**src/sv/lcnc_pkg.sv**
```systemverilog
// ----------------------------------------------------------------------------
// lcnc_pkg
// Shared widths, class codes and digit-count constants of the card number
// classifier.
// ----------------------------------------------------------------------------
package lcnc_pkg;

   localparam int CARD_WIDTH    = 54;
   localparam int DIGITS        = 17;
   localparam int DIGIT_WIDTH   = 4;
   localparam int BCD_WIDTH     = DIGITS * DIGIT_WIDTH;
   localparam int BITS_PER_STEP = 3;
   localparam int CONV_STEPS    = CARD_WIDTH / BITS_PER_STEP;
   localparam int STEP_CNT_W    = $clog2(CONV_STEPS);
   localparam int IDX_W         = $clog2(DIGITS);
   localparam int CLASS_WIDTH   = 2;
   localparam int COUNT_WIDTH   = 5;

   localparam logic [CLASS_WIDTH-1:0] CLASS_NONE  = 2'd0;
   localparam logic [CLASS_WIDTH-1:0] CLASS_LEAD4 = 2'd1;
   localparam logic [CLASS_WIDTH-1:0] CLASS_LEAD3 = 2'd2;
   localparam logic [CLASS_WIDTH-1:0] CLASS_LEAD5 = 2'd3;

   localparam logic [COUNT_WIDTH-1:0] LEN_13 = 5'd13;
   localparam logic [COUNT_WIDTH-1:0] LEN_15 = 5'd15;
   localparam logic [COUNT_WIDTH-1:0] LEN_16 = 5'd16;
   localparam logic [COUNT_WIDTH-1:0] LEN_MAX = COUNT_WIDTH'(DIGITS);

endpackage

```
**src/sv/lcnc_if.sv**
```systemverilog
// ----------------------------------------------------------------------------
// lcnc_req_if / lcnc_rsp_if
// Valid/ready channels of the card number classifier: card numbers in,
// classification results out.
// ----------------------------------------------------------------------------
interface lcnc_req_if;
   import lcnc_pkg::*;

   logic                  valid;
   logic                  ready;
   logic [CARD_WIDTH-1:0] card_number;

   modport source (output valid, output card_number, input ready);
   modport sink   (input valid, input card_number, output ready);
endinterface

interface lcnc_rsp_if;
   import lcnc_pkg::*;

   logic                   valid;
   logic                   ready;
   logic [CLASS_WIDTH-1:0] card_class;
   logic                   luhn_ok;
   logic [COUNT_WIDTH-1:0] digit_count;

   modport source (output valid, output card_class, output luhn_ok, output digit_count,
                   input ready);
   modport sink   (input valid, input card_class, input luhn_ok, input digit_count,
                   output ready);
endinterface

```
**src/sv/lcnc_bin2bcd.sv**
```systemverilog
// ----------------------------------------------------------------------------
// lcnc_bin2bcd
// Shift-and-add-3 binary to BCD converter, three binary bits per cycle.
// ----------------------------------------------------------------------------
module lcnc_bin2bcd (
   input  logic                           clock,
   input  logic                           reset,
   input  logic                           start,
   input  logic [lcnc_pkg::CARD_WIDTH-1:0] card_number,
   output logic [lcnc_pkg::BCD_WIDTH-1:0]  bcd,
   output logic                           done
);
   import lcnc_pkg::*;

   logic [CARD_WIDTH-1:0] bin_ff, bin_in;
   logic [BCD_WIDTH-1:0]  bcd_ff, bcd_in;
   logic [STEP_CNT_W-1:0] cnt_ff, cnt_in;
   logic                  busy_ff, busy_in;
   logic                  done_ff, done_in;
   logic [CARD_WIDTH-1:0] bin_step;
   logic [BCD_WIDTH-1:0]  bcd_step;

   function automatic logic [BCD_WIDTH-1:0] bcd_adjust(input logic [BCD_WIDTH-1:0] v);
      logic [BCD_WIDTH-1:0]   r;
      logic [DIGIT_WIDTH-1:0] d;
      r = v;
      for (int i = 0; i < DIGITS; i++) begin
         d = v[i*DIGIT_WIDTH +: DIGIT_WIDTH];
         if (d >= DIGIT_WIDTH'(5)) begin
            r[i*DIGIT_WIDTH +: DIGIT_WIDTH] = d + DIGIT_WIDTH'(3);
         end
      end
      return r;
   endfunction

   always_comb begin
      bin_step = bin_ff;
      bcd_step = bcd_ff;
      for (int k = 0; k < BITS_PER_STEP; k++) begin
         bcd_step = bcd_adjust(bcd_step);
         bcd_step = {bcd_step[BCD_WIDTH-2:0], bin_step[CARD_WIDTH-1]};
         bin_step = {bin_step[CARD_WIDTH-2:0], 1'b0};
      end
   end

   always_comb begin
      bin_in  = bin_ff;
      bcd_in  = bcd_ff;
      cnt_in  = cnt_ff;
      busy_in = busy_ff;
      done_in = 1'b0;
      if (start) begin
         bin_in  = card_number;
         bcd_in  = '0;
         cnt_in  = '0;
         busy_in = 1'b1;
      end else if (busy_ff) begin
         bin_in = bin_step;
         bcd_in = bcd_step;
         cnt_in = cnt_ff + 1'b1;
         if (cnt_ff == STEP_CNT_W'(CONV_STEPS - 1)) begin
            busy_in = 1'b0;
            done_in = 1'b1;
         end
      end
   end

   always_ff @(posedge clock) begin
      if (reset) begin
         cnt_ff  <= '0;
         busy_ff <= 1'b0;
         done_ff <= 1'b0;
      end else begin
         cnt_ff  <= cnt_in;
         busy_ff <= busy_in;
         done_ff <= done_in;
      end
   end

   always_ff @(posedge clock) begin
      bin_ff <= bin_in;
      bcd_ff <= bcd_in;
   end

   assign bcd  = bcd_ff;
   assign done = done_ff;

endmodule

```
**src/sv/luhn_card_number_classifier_unit.sv**
```systemverilog
// ----------------------------------------------------------------------------
// luhn_card_number_classifier_unit
// Luhn mod-10 check and prefix/length classification of a card number.
// ----------------------------------------------------------------------------
// req_chan carries one card number per transaction (54-bit unsigned binary);
// rsp_chan returns one result per transaction: card_class, luhn_ok and
// digit_count. Bits of the card number are converted to decimal three per
// cycle, then the 17 decimal digits are scanned one per cycle, least
// significant first, accumulating the Luhn sum mod 10 and tracking the
// leading digits; a finish state then classifies and loads the output
// register once it is free. The unit works on one card number at a time
// and accepts the next one in the cycle after the result is loaded. The
// binary to decimal converter and the digit scanner take most of the time
// spent on each card number.
// The output register holds a result while the receiver stalls; the next card
// number is accepted and processed meanwhile, and its finished result waits
// in the scanner until the output register frees up.
// Synchronous reset returns the unit to idle and drops any pending result.
// ----------------------------------------------------------------------------
module luhn_card_number_classifier_unit (
   input  logic      clock,
   input  logic      reset,
   lcnc_req_if.sink  req_chan,
   lcnc_rsp_if.source rsp_chan
);
   import lcnc_pkg::*;

   localparam logic [1:0] ST_IDLE   = 2'd0;
   localparam logic [1:0] ST_CONV   = 2'd1;
   localparam logic [1:0] ST_SCAN   = 2'd2;
   localparam logic [1:0] ST_FINISH = 2'd3;

   logic [1:0]             state_ff, state_in;
   logic [BCD_WIDTH-1:0]   scan_ff, scan_in;
   logic [IDX_W-1:0]       idx_ff, idx_in;
   logic [DIGIT_WIDTH-1:0] sum_ff, sum_in;
   logic [COUNT_WIDTH-1:0] count_ff, count_in;
   logic [DIGIT_WIDTH-1:0] lead1_ff, lead1_in;
   logic [DIGIT_WIDTH-1:0] lead0_ff, lead0_in;
   logic [DIGIT_WIDTH-1:0] prev_ff, prev_in;
   logic                   out_valid_ff, out_valid_in;
   logic [CLASS_WIDTH-1:0] out_class_ff, out_class_in;
   logic                   out_ok_ff, out_ok_in;
   logic [COUNT_WIDTH-1:0] out_count_ff, out_count_in;

   logic                   accept;
   logic                   conv_done;
   logic [BCD_WIDTH-1:0]   conv_bcd;
   logic [DIGIT_WIDTH-1:0] digit;
   logic [DIGIT_WIDTH-1:0] weighted;
   logic [DIGIT_WIDTH:0]   sum_wide;
   logic                   luhn_ok;
   logic [CLASS_WIDTH-1:0] card_class;
   logic                   lead4, lead3x, lead5x;

   assign accept = req_chan.valid && req_chan.ready;

   lcnc_bin2bcd u_bin2bcd (
      .clock       (clock),
      .reset       (reset),
      .start       (accept),
      .card_number (req_chan.card_number),
      .bcd         (conv_bcd),
      .done        (conv_done)
   );

   // Luhn weighting of the current digit
   always_comb begin
      digit = scan_ff[DIGIT_WIDTH-1:0];
      if (!idx_ff[0]) begin
         weighted = digit;
      end else if (digit <= DIGIT_WIDTH'(4)) begin
         weighted = {digit[DIGIT_WIDTH-2:0], 1'b0};
      end else begin
         weighted = {digit[DIGIT_WIDTH-2:0], 1'b0} - DIGIT_WIDTH'(9);
      end
      sum_wide = {1'b0, sum_ff} + {1'b0, weighted};
      if (sum_wide >= (DIGIT_WIDTH+1)'(10)) begin
         sum_wide = sum_wide - (DIGIT_WIDTH+1)'(10);
      end
   end

   // classify
   always_comb begin
      luhn_ok = (sum_ff == '0);
      lead4   = (lead1_ff == DIGIT_WIDTH'(4));
      lead3x  = (lead1_ff == DIGIT_WIDTH'(3))
                && (lead0_ff == DIGIT_WIDTH'(4) || lead0_ff == DIGIT_WIDTH'(7));
      lead5x  = (lead1_ff == DIGIT_WIDTH'(5))
                && (lead0_ff >= DIGIT_WIDTH'(1)) && (lead0_ff <= DIGIT_WIDTH'(5));
      card_class = CLASS_NONE;
      if (luhn_ok) begin
         if (count_ff == LEN_13 || count_ff == LEN_15) begin
            if (lead4) begin
               card_class = CLASS_LEAD4;
            end else if (lead3x) begin
               card_class = CLASS_LEAD3;
            end
         end else if (count_ff == LEN_16) begin
            if (lead4) begin
               card_class = CLASS_LEAD4;
            end else if (lead5x) begin
               card_class = CLASS_LEAD5;
            end
         end
      end
   end

   always_comb begin
      state_in     = state_ff;
      scan_in      = scan_ff;
      idx_in       = idx_ff;
      sum_in       = sum_ff;
      count_in     = count_ff;
      lead1_in     = lead1_ff;
      lead0_in     = lead0_ff;
      prev_in      = prev_ff;
      out_valid_in = out_valid_ff;
      out_class_in = out_class_ff;
      out_ok_in    = out_ok_ff;
      out_count_in = out_count_ff;

      if (out_valid_ff && rsp_chan.ready) begin
         out_valid_in = 1'b0;
      end

      unique case (state_ff)
         ST_IDLE: begin
            if (accept) begin
               state_in = ST_CONV;
            end
         end
         ST_CONV: begin
            if (conv_done) begin
               scan_in  = conv_bcd;
               idx_in   = '0;
               sum_in   = '0;
               count_in = COUNT_WIDTH'(1);
               lead1_in = '0;
               lead0_in = '0;
               prev_in  = '0;
               state_in = ST_SCAN;
            end
         end
         ST_SCAN: begin
            scan_in = {{DIGIT_WIDTH{1'b0}}, scan_ff[BCD_WIDTH-1:DIGIT_WIDTH]};
            sum_in  = sum_wide[DIGIT_WIDTH-1:0];
            prev_in = digit;
            idx_in  = idx_ff + 1'b1;
            if (digit != '0) begin
               count_in = COUNT_WIDTH'(idx_ff) + COUNT_WIDTH'(1);
               lead1_in = digit;
               lead0_in = prev_ff;
            end
            if (idx_ff == IDX_W'(DIGITS - 1)) begin
               state_in = ST_FINISH;
            end
         end
         ST_FINISH: begin
            if (!out_valid_ff || rsp_chan.ready) begin
               out_valid_in = 1'b1;
               out_class_in = card_class;
               out_ok_in    = luhn_ok;
               out_count_in = count_ff;
               state_in     = ST_IDLE;
            end
         end
         default: begin
            state_in = ST_IDLE;
         end
      endcase
   end

   always_ff @(posedge clock) begin
      if (reset) begin
         state_ff     <= ST_IDLE;
         out_valid_ff <= 1'b0;
      end else begin
         state_ff     <= state_in;
         out_valid_ff <= out_valid_in;
      end
   end

   always_ff @(posedge clock) begin
      scan_ff      <= scan_in;
      idx_ff       <= idx_in;
      sum_ff       <= sum_in;
      count_ff     <= count_in;
      lead1_ff     <= lead1_in;
      lead0_ff     <= lead0_in;
      prev_ff      <= prev_in;
      out_class_ff <= out_class_in;
      out_ok_ff    <= out_ok_in;
      out_count_ff <= out_count_in;
   end

   assign req_chan.ready       = (state_ff == ST_IDLE);
   assign rsp_chan.valid       = out_valid_ff;
   assign rsp_chan.card_class  = out_class_ff;
   assign rsp_chan.luhn_ok     = out_ok_ff;
   assign rsp_chan.digit_count = out_count_ff;

endmodule

```
**src/flat_wrapper.sv**
```systemverilog
// flat-port wrapper written by rule: the top's interface ports become plain ports
module luhn_card_number_classifier_unit_flat import lcnc_pkg::*;
  (clock, reset, req_chan_valid, req_chan_card_number, req_chan_ready, rsp_chan_valid, rsp_chan_card_class, rsp_chan_luhn_ok, rsp_chan_digit_count, rsp_chan_ready);
  lcnc_req_if req_chan_i ();
  lcnc_rsp_if rsp_chan_i ();
  input  logic clock;
  input  logic reset;
  input wire logic [$bits(req_chan_i.valid)-1:0] req_chan_valid;
  input wire logic [$bits(req_chan_i.card_number)-1:0] req_chan_card_number;
  output wire logic [$bits(req_chan_i.ready)-1:0] req_chan_ready;
  output wire logic [$bits(rsp_chan_i.valid)-1:0] rsp_chan_valid;
  output wire logic [$bits(rsp_chan_i.card_class)-1:0] rsp_chan_card_class;
  output wire logic [$bits(rsp_chan_i.luhn_ok)-1:0] rsp_chan_luhn_ok;
  output wire logic [$bits(rsp_chan_i.digit_count)-1:0] rsp_chan_digit_count;
  input wire logic [$bits(rsp_chan_i.ready)-1:0] rsp_chan_ready;
  assign req_chan_i.valid = req_chan_valid;
  assign req_chan_i.card_number = req_chan_card_number;
  assign req_chan_ready = req_chan_i.ready;
  assign rsp_chan_valid = rsp_chan_i.valid;
  assign rsp_chan_card_class = rsp_chan_i.card_class;
  assign rsp_chan_luhn_ok = rsp_chan_i.luhn_ok;
  assign rsp_chan_digit_count = rsp_chan_i.digit_count;
  assign rsp_chan_i.ready = rsp_chan_ready;
  luhn_card_number_classifier_unit u_core (.clock(clock), .reset(reset), .req_chan(req_chan_i), .rsp_chan(rsp_chan_i));
endmodule
```
**config.mk**
```make
export PLATFORM = sky130hd
export DESIGN_NAME = luhn_card_number_classifier_unit_flat
export DESIGN_NICKNAME = d
export VERILOG_FILES = /design/src/sv/lcnc_pkg.sv /design/src/sv/lcnc_if.sv /design/src/sv/lcnc_bin2bcd.sv /design/src/sv/luhn_card_number_classifier_unit.sv /design/src/flat_wrapper.sv
export SDC_FILE = /design/constraint.sdc
export NUM_CORES = 1
export LEC_CHECK = 0
export ABC_CLOCK_PERIOD_IN_PS = 19000
export BUFFER_PORTS_ARGS = -buffer_cell sky130_fd_sc_hd__buf_4
export CAP_MARGIN = 10
export CORE_ASPECT_RATIO = 2
export CORE_MARGIN = 2
export CORE_UTILIZATION = 45
export DETAILED_ROUTE_END_ITERATION = 10
export SETUP_SLACK_MARGIN = 0.4
export SLEW_MARGIN = 20
export SYNTH_ARGS = -nofsm -noshare
export SYNTH_HDL_FRONTEND = slang
export SYNTH_SLANG_ARGS = --single-unit
```
**constraint.sdc**
```tcl
create_clock -name clock -period 19 [get_ports clock]
set_input_delay 3.8 -clock clock [delete_from_list [all_inputs] [get_ports clock]]
set_output_delay 3.8 -clock clock [all_outputs]
set_load 0.1 [all_outputs]
```
==> metrics <==
status finished, final reports clean; Int Power 1.58 mW; clk_skew about 0.013 ns; core area ~0.031 sq mm; Worst-Skew Late Latency around 0.53 ns; FILL cells around 2.9k; EDFF count, synth 156; Setup CP Type flop to output port; startpoint types flop; ys flop type edfxtp_1; hold_sp u_core.count_ff[1]; Synth Area in Adders around 6%; die width 129 um; combinational power share roughly half; Compound-Gate Fraction of Synth Area 17.5%; Sink Count about 230; final setup margin about 13 ns; relative slew slack around two fifths; fin crit share about 30%; most frequent cells in the layout 254 x nand2_1, 156 x edfxtp_1, 110 x o21ai_0, 88 x a21oi_1, 82 x nor2_1; fmax 178 MHz; Setup Total Neg Slack 0 ns; PostCTS Resize Cnt 0; sequential area share after synthesis between 40% and 50%; sequential share of power a little under a third; first-pass GRT wire length about 54 mm; Hold Crit Class flop to flop; Clock Path Buffers 3; placed cells 1961; IO buf count between 60 and 70; initial core utilization a little under half; P per Cell Area ~180 mW/mm^2; antenna-violating nets left 0; router iterations before antenna repair 6; drt drc 0; initial antenna violation count 0; Die Height between 200 and 300 um; multiplexer area fraction after synthesis under 10%; max_cap viols 0; RePlAce Congestion roughly 0.85; Max H-tree Level 1; worst vdd ir 0.0000865 V; Final HPWL DP 23.5 mm; drt first-iter violations about 450; overall routing resource usage 20.1%; worst slew pin tran between 0.8 and 0.9 ns; CTS Hold Bufs 0; postcts setup bufs 0; asr flop ratio synth 0%; Worst Path Arrival about 1.8 ns; post-DR wirelength/cell 16.3 um; wirelength, routed 32.7 mm; Final Hold Fails 0; Critical Path Start u_core.state_ff[0]; Slowest Stage Delay on Critical Path 0.44 ns; diode count 0; kind of cell adding the most delay to the critical path buffers and inverters; nets 1693; pre-CTS setup slack approximately 13 ns; Sw Share roughly 43%; Num CTS Buffers 23; CTS Root Cell clkbuf_16; drt via density around 5.6; CTS tree built; Finished Layout Cells roughly 2.0k; post-synth net total about 1.6k; Clock Pin Slew Worst Setup and Hold Paths about 0.070 ns; Final Critical Period approximately 5.6 ns; largest net degree at the start of global routing 63; num ports 68; Seq cells post-synth about 230; layout cells sized above 1 between 10 and 15%; Cells after Synth ~1.5k; final setup vio count 0; clock power share 16.9%; worst path cell trace inv_1 > ha_1 > buf_4; Post-Synth Simple-Gate Area 19.1%; Req. time, crit path ~15 ns; Syn-to-layout area delta 12.2%; combinational family with the most area after synthesis simple AND/OR/NAND/NOR gates; Crit path buffers/inverters 2; Worst Path Max Fanout 8; start of the worst register-to-register path u_core.u_bin2bcd.bcd[60]; Die ar. ~0.033 sq mm; slowest CP cell ha_1; xor/xnor share of the synthesized area between 3 and 4%; RSZ-0062 raised after global routing no; Max Transition Viols Final 0; YS warnings 0; number of distinct library cells after synthesis 65; GR Overflow Total 0; leakage about 6.1 nW; mean post-synth cell area a little over 9 sq um; most common cell after layout, fill and taps aside nand2_1; Synth Cell Area 0.0141 sq mm; row count just over 90; number of global-route vias before repair between 10k and 15k; CP Capture Type output port; Psw 1.21 mW; via count around 11k
## per-stage QoR
step / hold slack [ns] / total power, mW / utilization (%) / area [sq um]
2_1_floorplan: 0.427 / 1.99 / - / 14100
3_3_place_gp: 0.458 / 2.29 / 48.6 / 15000
3_5_place_dp: 0.447 / 2.33 / 48.6 / 15000
4_1_cts: 0.461 / 2.81 / 51.1 / 15800
5_1_grt: 0.470 / 3.01 / 51.1 / 15800
6_report: 0.458 / 2.79 / 51.1 / 15800
## flip-flops by register name (all words and copies together) (netlist names)
| register | flops |
|---|---|
| u_core.scan_ff | 68 |
| u_core.u_bin2bcd.done | 1 |
| u_core.sum_ff | 4 |
| u_core.prev_ff | 4 |
| u_core.u_bin2bcd.busy_ff | 1 |
| u_core.state_ff | 2 |
| u_core.rsp_chan.valid | 1 |
| u_core.rsp_chan.card_class | 2 |
| u_core.idx_ff | 5 |
| u_core.u_bin2bcd.cnt_ff | 5 |
| u_core.lead0_ff | 4 |
| u_core.count_ff | 5 |
| u_core.u_bin2bcd.bin_ff | 54 |
| u_core.rsp_chan.luhn_ok | 1 |
| u_core.rsp_chan.digit_count | 5 |
| u_core.u_bin2bcd.bcd | 68 |
| u_core.lead1_ff | 4 |
## cell usage after synthesis, drive strengths merged, types with 2 or more instances
cell | count | area (sq um)
o21ai | 140 | 712
nor2 | 83 | 312
ha | 66 | 826
a22oi | 3 | 22.5
xnor2 | 37 | 362
a31oi | 20 | 125
mux2 | 50 | 601
inv | 85 | 319
mux2i | 25 | 254
clkbuf | 49 | 184
nor3b | 32 | 245
and2b | 3 | 22.5
o211ai | 13 | 97.6
nand4 | 15 | 93.8
or4 | 13 | 97.6
o21bai | 14 | 105
edfxtp | 156 | 4680
nor4 | 3 | 18.8
nand3 | 74 | 370
and3 | 4 | 25.0
dfxtp | 78 | 1560
xor2 | 11 | 104
a211oi | 19 | 143
a21o | 3 | 22.5
nor3 | 16 | 80.1
o22ai | 4 | 25.0
a31o | 13 | 114
a21oi | 115 | 707
nand2 | 255 | 957
and2 | 15 | 96.3
nand2b | 19 | 119
a22o | 2 | 17.5
a2111oi | 2 | 17.5
a2bb2oi | 15 | 131
a221oi | 6 | 52.6
nor2b | 33 | 216
o311ai | 14 | 123
## power groups by stage
stage	combinational, mW	clock [mW]	sequential (mW)
floorplan	1.12	0	0.868
global placement	1.41	0	0.887
detailed placement	1.44	0	0.888
CTS	1.44	0.483	0.879
global route	1.62	0.499	0.897
finish	1.44	0.472	0.878
## cells by family after synthesis
group	count (synthesis)
multiplexers	75
AND/OR/NAND/NOR	569
XOR/XNOR	48
flip-flops	234
AO/OA/AOI/OAI	388
buffers and inverters	136
adder cells (fa/ha/maj)	67
## per-layer routing
layer / track usage, % / share of wire, %
met5: 0 / 0
met4: 8.60 / 3.9
met3: 1.98 / 2.8
met2: 40.1 / 56
met1: 20.5 / 37
## layout make-up
type	count	area [sq um]	share of cell area, %
clock inverters	13	125	0.793
well taps	418	523	3.31
multi-input cells	1147	7350	46.6
inverters	86	324	2.05
clock buffers	29	641	4.06
flip-flops and latches	234	6250	39.6
repair buffers	76	571	3.62
## worst paths after layout
path	end	slack, ns	depth (start not counted)
hold / removal	u_core.rsp_chan.digit_count[1]	0.46	0
hold reg to reg	u_core.rsp_chan.digit_count[1]	0.46	0
setup / recovery	req_chan_ready	13.38	3
setup reg to reg	u_core.u_bin2bcd.bcd[66]	15.69	18
Power figures use the tool's default switching activity.
